--- src/rtl/core/pfa_pkg.sv ---
// Shared types and constants of the page frame allocator.
package pfa_pkg;

    localparam int ADDR_W     = 32;
    localparam int CFG_W      = 13;
    localparam int CFG_IDX_W  = 2;
    localparam int SHIFT_W    = 5;
    localparam int STATUS_W   = 2;
    // A 32-bit address shifted right by at least 10 leaves 22 bits of page index.
    localparam int PIDX_W     = 22;

    localparam logic [CFG_IDX_W-1:0] CFG_PAGE_SHIFT     = 2'd0;
    localparam logic [CFG_IDX_W-1:0] CFG_PAGE_COUNT     = 2'd1;
    localparam logic [CFG_IDX_W-1:0] CFG_RESERVED_PAGES = 2'd2;

    localparam logic [SHIFT_W-1:0] SHIFT_RST    = 5'd12;
    localparam logic [SHIFT_W-1:0] SHIFT_MIN    = 5'd10;
    localparam logic [SHIFT_W-1:0] SHIFT_MAX    = 5'd16;
    localparam logic [CFG_W-1:0]   COUNT_RST    = 13'd4096;
    localparam logic [CFG_W-1:0]   RESERVED_RST = 13'd1;

    localparam logic FUNC_ALLOC = 1'b0;
    localparam logic FUNC_FREE  = 1'b1;

    localparam logic [STATUS_W-1:0] ST_OK     = 2'd0;
    localparam logic [STATUS_W-1:0] ST_EMPTY  = 2'd1;
    localparam logic [STATUS_W-1:0] ST_DOUBLE = 2'd2;
    localparam logic [STATUS_W-1:0] ST_RANGE  = 2'd3;

    typedef struct packed {
        logic              is_free;
        logic              out_of_range;
        logic [PIDX_W-1:0] page_idx;
    } req_t;

endpackage

--- src/rtl/core/pfa_front.sv ---
// Front part: takes requests, turns addresses into page indices and checks the range.
module pfa_front
    import pfa_pkg::*;
#(
    parameter int CNT_W = 13
) (
    input  logic               start,
    output logic               busy,
    input  logic               func,
    input  logic [ADDR_W-1:0]  page_address,
    input  logic [SHIFT_W-1:0] shift_eff,
    input  logic [CNT_W-1:0]   count_eff,
    input  logic               q_full,
    input  logic               clearing,
    output logic               push,
    output req_t               push_data
);

    logic [ADDR_W-1:0] shifted;

    assign busy    = q_full || clearing;
    assign push    = start && !busy;
    assign shifted = page_address >> shift_eff;

    always_comb
    begin
        push_data.is_free      = (func == FUNC_FREE);
        push_data.page_idx     = shifted[PIDX_W-1:0];
        push_data.out_of_range = (shifted[PIDX_W-1:0] >= PIDX_W'(count_eff));
    end

endmodule

--- config.mk ---
export PLATFORM = sky130hd
export DESIGN_NAME = pfa_front
export DESIGN_NICKNAME = d
export VERILOG_FILES = /design/src/rtl/core/pfa_pkg.sv /design/src/rtl/core/pfa_front.sv
export SDC_FILE = /design/constraint.sdc
export NUM_CORES = 1
export LEC_CHECK = 0
export BUFFER_PORTS_ARGS = -buffer_cell sky130_fd_sc_hd__buf_2
export CAP_MARGIN = 10
export CORE_ASPECT_RATIO = 0.75
export CORE_MARGIN = 2
export CORE_UTILIZATION = 50
export DETAILED_ROUTE_END_ITERATION = 10
export PLACE_DENSITY = 0.79
export SLEW_MARGIN = 20
export SYNTH_ARGS = -nofsm -noshare
export SYNTH_HDL_FRONTEND = slang
export SYNTH_SLANG_ARGS = --single-unit
--- constraint.sdc ---
create_clock -name vclk -period 4
set_input_delay 0.4 -clock vclk [all_inputs]
set_output_delay 0.4 -clock vclk [all_outputs]
set_load 0.02 [all_outputs]
==> impl_metrics.tcl <==
set metrics [dict create \
    cpMostUsedCell "mux2_2" \
    vias 2568 \
    endpoint "push_data[22]" \
    via_per_inst 6.28 \
    start_kind "primary input" \
    rsz0062_at_grt "no" \
    coreArea_um2 4520 \
    antenna_cells 0 \
    synth_top_family_by_area "multiplexers" \
    slew_headroom 0.757 \
    drive_above_1_share 0.403 \
    slew_violations 0 \
    hold_viol 0 \
    switching_share 0.553 \
    grt_start_max_net_pins 27 \
    fp.dieH_um 63.8 \
    dieArea_um2 5340 \
    wl_met3_um 698 \
    chipWidth_um 83.7 \
    synth_mux_area_frac 0.483 \
    synthXorXnorAreaFrac 0 \
    nClkBuffers 0 \
    routabilityCongestion 0.979 \
    seqCellArea_um2 0 \
    ios 80 \
    ys_seq_area_frac 0 \
    grt_pass1_vias 2404 \
    synthesis.area_um2 2380 \
    nNetsFinal 421 \
    synth-compound-area-share 0.171 \
    maxCapViolations 0 \
    critical_path.endpoint_type "primary output" \
    whs_ns 0.800 \
    p_leak_nw 1.42 \
    vdd_drop_max_mv 0.0861 \
    critical_path_class "in -> out" \
    yosys.area_share.simple 0.144 \
    dp_hpwl_um 6010 \
    drc 0 \
    fmax_mhz 263 \
    io_buffers 78 \
    dr.pass1.iters 5 \
    cp-startpoint "shift_eff[1]" \
    grt_overflow 0 \
    drtIter0Drc 186 \
    topRoutingLayerUsed "met4" \
    power-per-cell-area_nw_per_um2 155 \
    power_switching_w 0.000241 \
    crit_chain "clkbuf_4, mux2_4, inv_1, mux4_2, mux2_2, mux2_2, ha_1, nand2b_1, a21o_1, a31oi_1, o21ai_1, a221oi_2, nand4b_1, buf_2" \
    syn-num-nets 347 \
    worstMarginPinSlew_ns 0.355 \
    area_growth_pct 18.1 \
    yosysWarnings 0 \
    post-route-min-period_ns 3.80 \
    wl_per_cell_um 18.3 \
    final_antenna_net_count 0 \
    rows 21 \
    design.seq.count 0 \
    fin_tns_setup_ns 0 \
    track_usage 0.274 \
    p_int_w 0.000195 \
    finalCritPeriodShare 0.949 \
    cp_max_fo 11 \
    worstPathRequired_ns 3.60 \
    antenna_found_initial 0 \
    wl_met1_um 3080 \
    syn-instance-count 280 \
    layout_common_cells "buf_2, nand2_1, mux2i_1" \
    p_seq_frac 0 \
    start_util 0.527 \
    drt_wl_total_um 7480 \
    max_stage_delay_ns 0.52 \
    synth.distinct_cells 47 \
    hp-class "in -> out" \
    postCtsHoldBufs 0 \
    worst_ep_arrival_time_ns 3.40 \
    status "finished clean" \
    slowest_stage "mux4_2" \
    mostFrequentLayoutCell "buf_2" \
    wl_met2_um 3640 \
    setup_viol 0 \
    pwr-share-clk 0 \
    synthAdderAreaFrac 0.0683 \
    comb_power_share 1.000 \
    grt_pass1_wl_um 12000 \
    syn_area_per_cell_um2 8.51 \
]
-- timing repair --
action	4_1_cts	5_1_grt
endpoints found under the setup margin	0	1
setup buffers	0	0
gates resized for setup	0	10
-- synth_stat cells, types with 2 or more instances --
cell type | count | area share
nand2_1 | 36 | 0.057
mux2i_1 | 33 | 0.14
nor2_1 | 22 | 0.035
inv_1 | 21 | 0.033
o21ai_0 | 18 | 0.038
mux2_2 | 16 | 0.076
mux4_2 | 15 | 0.14
a21oi_1 | 14 | 0.029
ha_1 | 13 | 0.068
mux4_1 | 9 | 0.099
clkbuf_8 | 8 | 0.046
and2_1 | 7 | 0.018
o22ai_1 | 7 | 0.018
a21o_1 | 5 | 0.016
clkbuf_1 | 5 | 0.0079
o211ai_1 | 5 | 0.016
a31oi_1 | 4 | 0.011
buf_2 | 4 | 0.0084
and2_2 | 2 | 0.0063
buf_12 | 2 | 0.017
buf_4 | 2 | 0.0063
buf_6 | 2 | 0.0095
mux2_1 | 2 | 0.0095
mux2_4 | 2 | 0.013
nand3_1 | 2 | 0.0042
or2_2 | 2 | 0.0053
or3_2 | 2 | 0.0063
-- worst min path at each step --
stage	start	endpoint	slack [ns]	cells after the start
6_report	func	push_data[23]	0.80	0
5_1_grt	func	push_data[23]	0.80	0
4_1_cts	func	push_data[23]	0.80	0
3_5_place_dp	func	push_data[23]	0.80	0
3_3_place_gp	func	push_data[23]	0.80	0
2_1_floorplan	func	push_data[23]	0.91	1
-- metal layers --
layer	GRT usage	vias to the layer above
met5	0	-
met4	0.0302	0
met3	0.0297	6
met2	0.479	146
met1	0.380	1217
li1	-	1199
-- logic make-up after synthesis --
| family | after synthesis |
|---|---|
| AOI/OAI and AO/OA | 65 |
| and+or+nand+nor | 77 |
| adders and majority gates | 13 |
| muxes | 78 |
| buffers and inverters | 47 |
-- worst max-delay path, delay by kind of cell --
| kind | cells | cell delay (ns) |
|---|---|---|
| multiplexers | 4 | 1.34 |
| AO/OA/AOI/OAI | 4 | 0.72 |
| adder cells (fa/ha/maj) | 1 | 0.26 |
| buffers and inverters | 3 | 0.41 |
| AND/OR/NAND/NOR | 2 | 0.25 |
-- per-stage QoR --
stage	power (W)	area [um^2]	cells	util	setup WS, ns
3_5_place_dp	0.000418	2760	408	0.610	0.0638
3_3_place_gp	0.000412	2760	408	0.610	0.184
4_1_cts	0.000419	2760	408	0.610	0.0595
5_1_grt	0.000472	2810	409	0.623	0.0121
2_1_floorplan	0.000298	2380	280	-	0.0570
6_report	0.000436	2810	409	0.623	0.203
-- power by group through the flow --
stage | clock, W | combinational, W | sequential [W]
global placement | 0 | 0.000412 | 0
global route | 0 | 0.000472 | 0
floorplan | 0 | 0.000298 | 0
CTS | 0 | 0.000419 | 0
detailed placement | 0 | 0.000418 | 0
finish | 0 | 0.000436 | 0
-- layout make-up --
cell class | instances | area [um^2]
Multi-Input combinational cell | 233 | 2090
Fill cell | 415 | 1710
Timing Repair Buffer | 97 | 572
Inverter | 22 | 82.6
Tap cell | 57 | 71.3
Note: power is estimated with default switching activity, not from simulation.
