==> config.mk <==
export PLATFORM = sky130hd
export DESIGN_NAME = pfa_queue
export DESIGN_NICKNAME = d
export VERILOG_FILES = /design/src/rtl/core/pfa_pkg.sv /design/src/rtl/core/pfa_queue.sv
export SDC_FILE = /design/constraint.sdc
export NUM_CORES = 1
export LEC_CHECK = 0
export BUFFER_PORTS_ARGS = -buffer_cell sky130_fd_sc_hd__buf_4
export CAP_MARGIN = 25
export CORE_UTILIZATION = 46
export DETAILED_ROUTE_END_ITERATION = 12
export HOLD_SLACK_MARGIN = 0.02
export PLACE_DENSITY_LB_ADDON = 0.1
export SLEW_MARGIN = 20
export SYNTH_ARGS = -nofsm -noshare
export SYNTH_HDL_FRONTEND = slang
export SYNTH_SLANG_ARGS = --single-unit
==> constraint.sdc <==
create_clock -name clk -period 2 [get_ports clk]
set_input_delay 0 -clock clk [delete_from_list [all_inputs] [get_ports clk]]
set_output_delay 0 -clock clk [all_outputs]
set_load 0.01 [all_outputs]
==> src/rtl/core/pfa_pkg.sv <==
// Shared types and constants of the page frame allocator.
package pfa_pkg;

    localparam int ADDR_W     = 32;
    localparam int CFG_W      = 13;
    localparam int CFG_IDX_W  = 2;
    localparam int SHIFT_W    = 5;
    localparam int STATUS_W   = 2;
    // A 32-bit address shifted right by at least 10 leaves 22 bits of page index.
    localparam int PIDX_W     = 22;

    localparam logic [CFG_IDX_W-1:0] CFG_PAGE_SHIFT     = 2'd0;
    localparam logic [CFG_IDX_W-1:0] CFG_PAGE_COUNT     = 2'd1;
    localparam logic [CFG_IDX_W-1:0] CFG_RESERVED_PAGES = 2'd2;

    localparam logic [SHIFT_W-1:0] SHIFT_RST    = 5'd12;
    localparam logic [SHIFT_W-1:0] SHIFT_MIN    = 5'd10;
    localparam logic [SHIFT_W-1:0] SHIFT_MAX    = 5'd16;
    localparam logic [CFG_W-1:0]   COUNT_RST    = 13'd4096;
    localparam logic [CFG_W-1:0]   RESERVED_RST = 13'd1;

    localparam logic FUNC_ALLOC = 1'b0;
    localparam logic FUNC_FREE  = 1'b1;

    localparam logic [STATUS_W-1:0] ST_OK     = 2'd0;
    localparam logic [STATUS_W-1:0] ST_EMPTY  = 2'd1;
    localparam logic [STATUS_W-1:0] ST_DOUBLE = 2'd2;
    localparam logic [STATUS_W-1:0] ST_RANGE  = 2'd3;

    typedef struct packed {
        logic              is_free;
        logic              out_of_range;
        logic [PIDX_W-1:0] page_idx;
    } req_t;

endpackage

==> src/rtl/core/pfa_queue.sv <==
// Two-word queue of classified requests between the front and back parts.
module pfa_queue
    import pfa_pkg::*;
(
    input  logic clk,
    input  logic rst_n,
    input  logic push,
    input  req_t push_data,
    input  logic pop,
    output logic full,
    output logic not_empty,
    output req_t head_data
);

    req_t       entry_reg [2];
    logic       wr_ptr_reg;
    logic       wr_ptr_next;
    logic       rd_ptr_reg;
    logic       rd_ptr_next;
    logic [1:0] fill_reg;
    logic [1:0] fill_next;

    assign full      = (fill_reg == 2'd2);
    assign not_empty = (fill_reg != 2'd0);
    assign head_data = entry_reg[rd_ptr_reg];

    always_comb
    begin
        wr_ptr_next = push ? ~wr_ptr_reg : wr_ptr_reg;
        rd_ptr_next = pop ? ~rd_ptr_reg : rd_ptr_reg;
        fill_next   = fill_reg;
        if (push && !pop)
        begin
            fill_next = fill_reg + 2'd1;
        end
        else if (pop && !push)
        begin
            fill_next = fill_reg - 2'd1;
        end
    end

    always_ff @(posedge clk or negedge rst_n)
    begin
        if (!rst_n)
        begin
            wr_ptr_reg <= 1'b0;
            rd_ptr_reg <= 1'b0;
            fill_reg   <= 2'd0;
        end
        else
        begin
            wr_ptr_reg <= wr_ptr_next;
            rd_ptr_reg <= rd_ptr_next;
            fill_reg   <= fill_next;
        end
    end

    always_ff @(posedge clk)
    begin
        if (push)
        begin
            entry_reg[wr_ptr_reg] <= push_data;
        end
    end

endmodule

==> impl_metrics.tcl <==
set metrics [dict create \
    yosys.area.top_type_share 0.7124 \
    postSynthAreaPerCell_um2 22.23 \
    synth_most_common_cell "edfxtp_1" \
    top_usage_layer "met2" \
    grt_max_degree 19 \
    globalplace.congestion 0.6085 \
    ctsRootBufferMaster "clkbuf_8" \
    drtIter0Drc 54 \
    period_needed_ns 1.434 \
    fin_skew_ns 0.005877 \
    die_w_um 68.32 \
    ys_seq_area_frac 0.7619 \
    synth_ff_type "edfxtp_1" \
    crit_path_frequent_cell "buf_4" \
    synth_area_leaders "edfxtp_1 (71%), mux2_4 (14%), dfrtp_1 (4.9%)" \
    syn-instance-count 91 \
    grt_use_total 0.1629 \
    grt_pass1_wl_um 5078 \
    first_pass_iters 4 \
    synthArstFlopShare 0.07692 \
    cts.clk_slew.worst_paths_ns 0.09 \
    antenna_found_initial 0 \
    syn_nets 120 \
    drtAntennaViolNets 0 \
    cp-end-kind "output pin" \
    wire_per_inst_um 13.91 \
    yosysUniqueCellTypes 14 \
    via_per_inst 4.619 \
    cts_buffer_depth 2 \
    synthDominantAreaCellType "edfxtp_1" \
    setup_tns_ns 0 \
    synth_common_cells "edfxtp_1 (48), mux2_4 (19), mux2_2 (5)" \
    whs_ns 0.4254 \
    n_antenna_cell 0 \
    vias 1067 \
    row_count 23 \
    netlist_area_um2 2023 \
    core-area_um2 4115 \
    die_h_um 68.32 \
    worstMarginPinSlew_ns 0.4445 \
    max_stage_delay_ns 0.36 \
    routed_wirelength_um 3213 \
    path_class "flip-flop to output pin" \
    leakage_uw 0.001158 \
    peakVddDrop_mv 0.7963 \
    grt_util_met1 0.1678 \
    numCtsBuffers 5 \
    crit_arrival_ns 1.43 \
    cap_violations 0 \
    hold_viol_final 0 \
    drcViolationCount 0 \
    htree_levels 2 \
    crit_chain "buf_4 -> mux2_4 -> buf_4" \
    die_area_um2 4668 \
    grt_use_met3 0.06833 \
    nNetsFinal 209 \
    max-slew-margin-rel 0.7023 \
    ys_warn_count 0 \
    maxSlewViolCount 0 \
    status "complete, no violations" \
    drive_gt1_frac 0.5028 \
    ios 54 \
    rsz0062_at_grt "false" \
    hold_class "primary input to flip-flop" \
    fmax_mhz 697.3 \
    portBuffers 53 \
    use_met2 0.2831 \
    power.density_nw_per_um2 1192 \
    synth_edf_count 48 \
    setup.worst_path.start_class "flip-flop" \
    timing.final.crit_share 0.7171 \
    first_global_vias 1118 \
    start_util 0.4916 \
    cts_tree "done" \
    worst_ep_required_time_ns 2.00 \
    clk_latency_ns 0.30 \
    ys_seq_elements 52 \
    path_max_fanout 16 \
    grt.overflow.total 0 \
    area_growth_pct 41.50 \
    largest_register_ffs 48 \
    dp_hpwl_um 2191 \
    crit_slowest_cell "dfrtp_1" \
    setup_violations 0 \
    clock-sinks 52 \
]
cell usage in the layout, fill, tap and decap left out:
cell and instances:
buf_4 55, edfxtp_1 48, dlygate4sd3_1 28, mux2_4 19, mux2_2 5, clkbuf_8 5, xor2_1 4, dfrtp_1 4
clkinvlp_4 2, buf_12 2, inv_1 1, and2_1 1, or2_2 1, nor2b_1 1, nor2b_2 1, xnor2_1 1
nor2_1 1, ha_1 1, clkinv_4 1
metrics by stage:
stage / total power [uW] / setup slack [ns] / util / cells / instance area (um2)
CTS: 3449 / 0.5368 / 0.6957 / 231 / 2863
floorplan: 2378 / 0.1020 / - / 91 / 2023
global route: 3612 / 0.4689 / 0.6957 / 231 / 2863
global placement: 2805 / 0.7349 / 0.6050 / 195 / 2490
detailed placement: 2838 / 0.6891 / 0.6050 / 195 / 2490
finish: 3411 / 0.5659 / 0.6957 / 231 / 2863
worst max-delay path, delay by kind of cell, from the launching register on:
| family | cells | cell delay [ns] |
|---|---|---|
| multiplexers | 1 | 0.33 |
| flip-flops | 1 | 0.36 |
| buffers and inverters | 2 | 0.44 |
layer usage:
metal	up-vias	part of all wire	wire length, um
met2	34	0.55	1765
met4	0	0.0072	23
li1	523	-	-
met1	508	0.39	1256
met3	2	0.052	168
met5	-	0	0
area by class of cell:
type / count / area, um2
Tap cell: 50 / 62.56
Clock buffer: 5 / 68.82
Multi-Input combinational cell: 35 / 429.2
Clock inverter: 3 / 23.77
Inverter: 1 / 3.754
Fill cell: 295 / 1252
Sequential cell: 52 / 1541
Timing Repair Buffer: 85 / 733.2
kinds of logic after synthesis:
group / synth area share
fa+ha+maj: 0.006183
mux: 0.1688
simple gates: 0.01423
buf+inv: 0.02721
xor+xnor: 0.02164
flops: 0.7619
timing repair:
item | CTS | global route
hold buffers | 28 | 0
setup buffers | 0 | 0
resized for setup | 0 | 0
hold endpoints to repair | 54 | 0
path summary, 6_finish.rpt:
| kind | from | to | slack, ns | depth (start not counted) |
|---|---|---|---|---|
| max reg2reg | wr_ptr_reg | entry_reg[0][1] | 0.68 | 2 |
| min in group asynchronous | rst_n | rd_ptr_reg | 0.61 | 3 |
| max in group asynchronous | rst_n | fill_reg[0] | 1.21 | 3 |
| max | rd_ptr_reg | head_data[8] | 0.57 | 3 |
| min reg2reg | fill_reg[1] | fill_reg[1] | 0.50 | 1 |
| min | push_data[7] | entry_reg[1][7] | 0.43 | 2 |
report_power, final:
group          switching [uW]  internal, uW
combinational             541           762
clock                     329           248
sequential               80.5          1450
total                     951          2460
(Power assumes the default switching activity.)
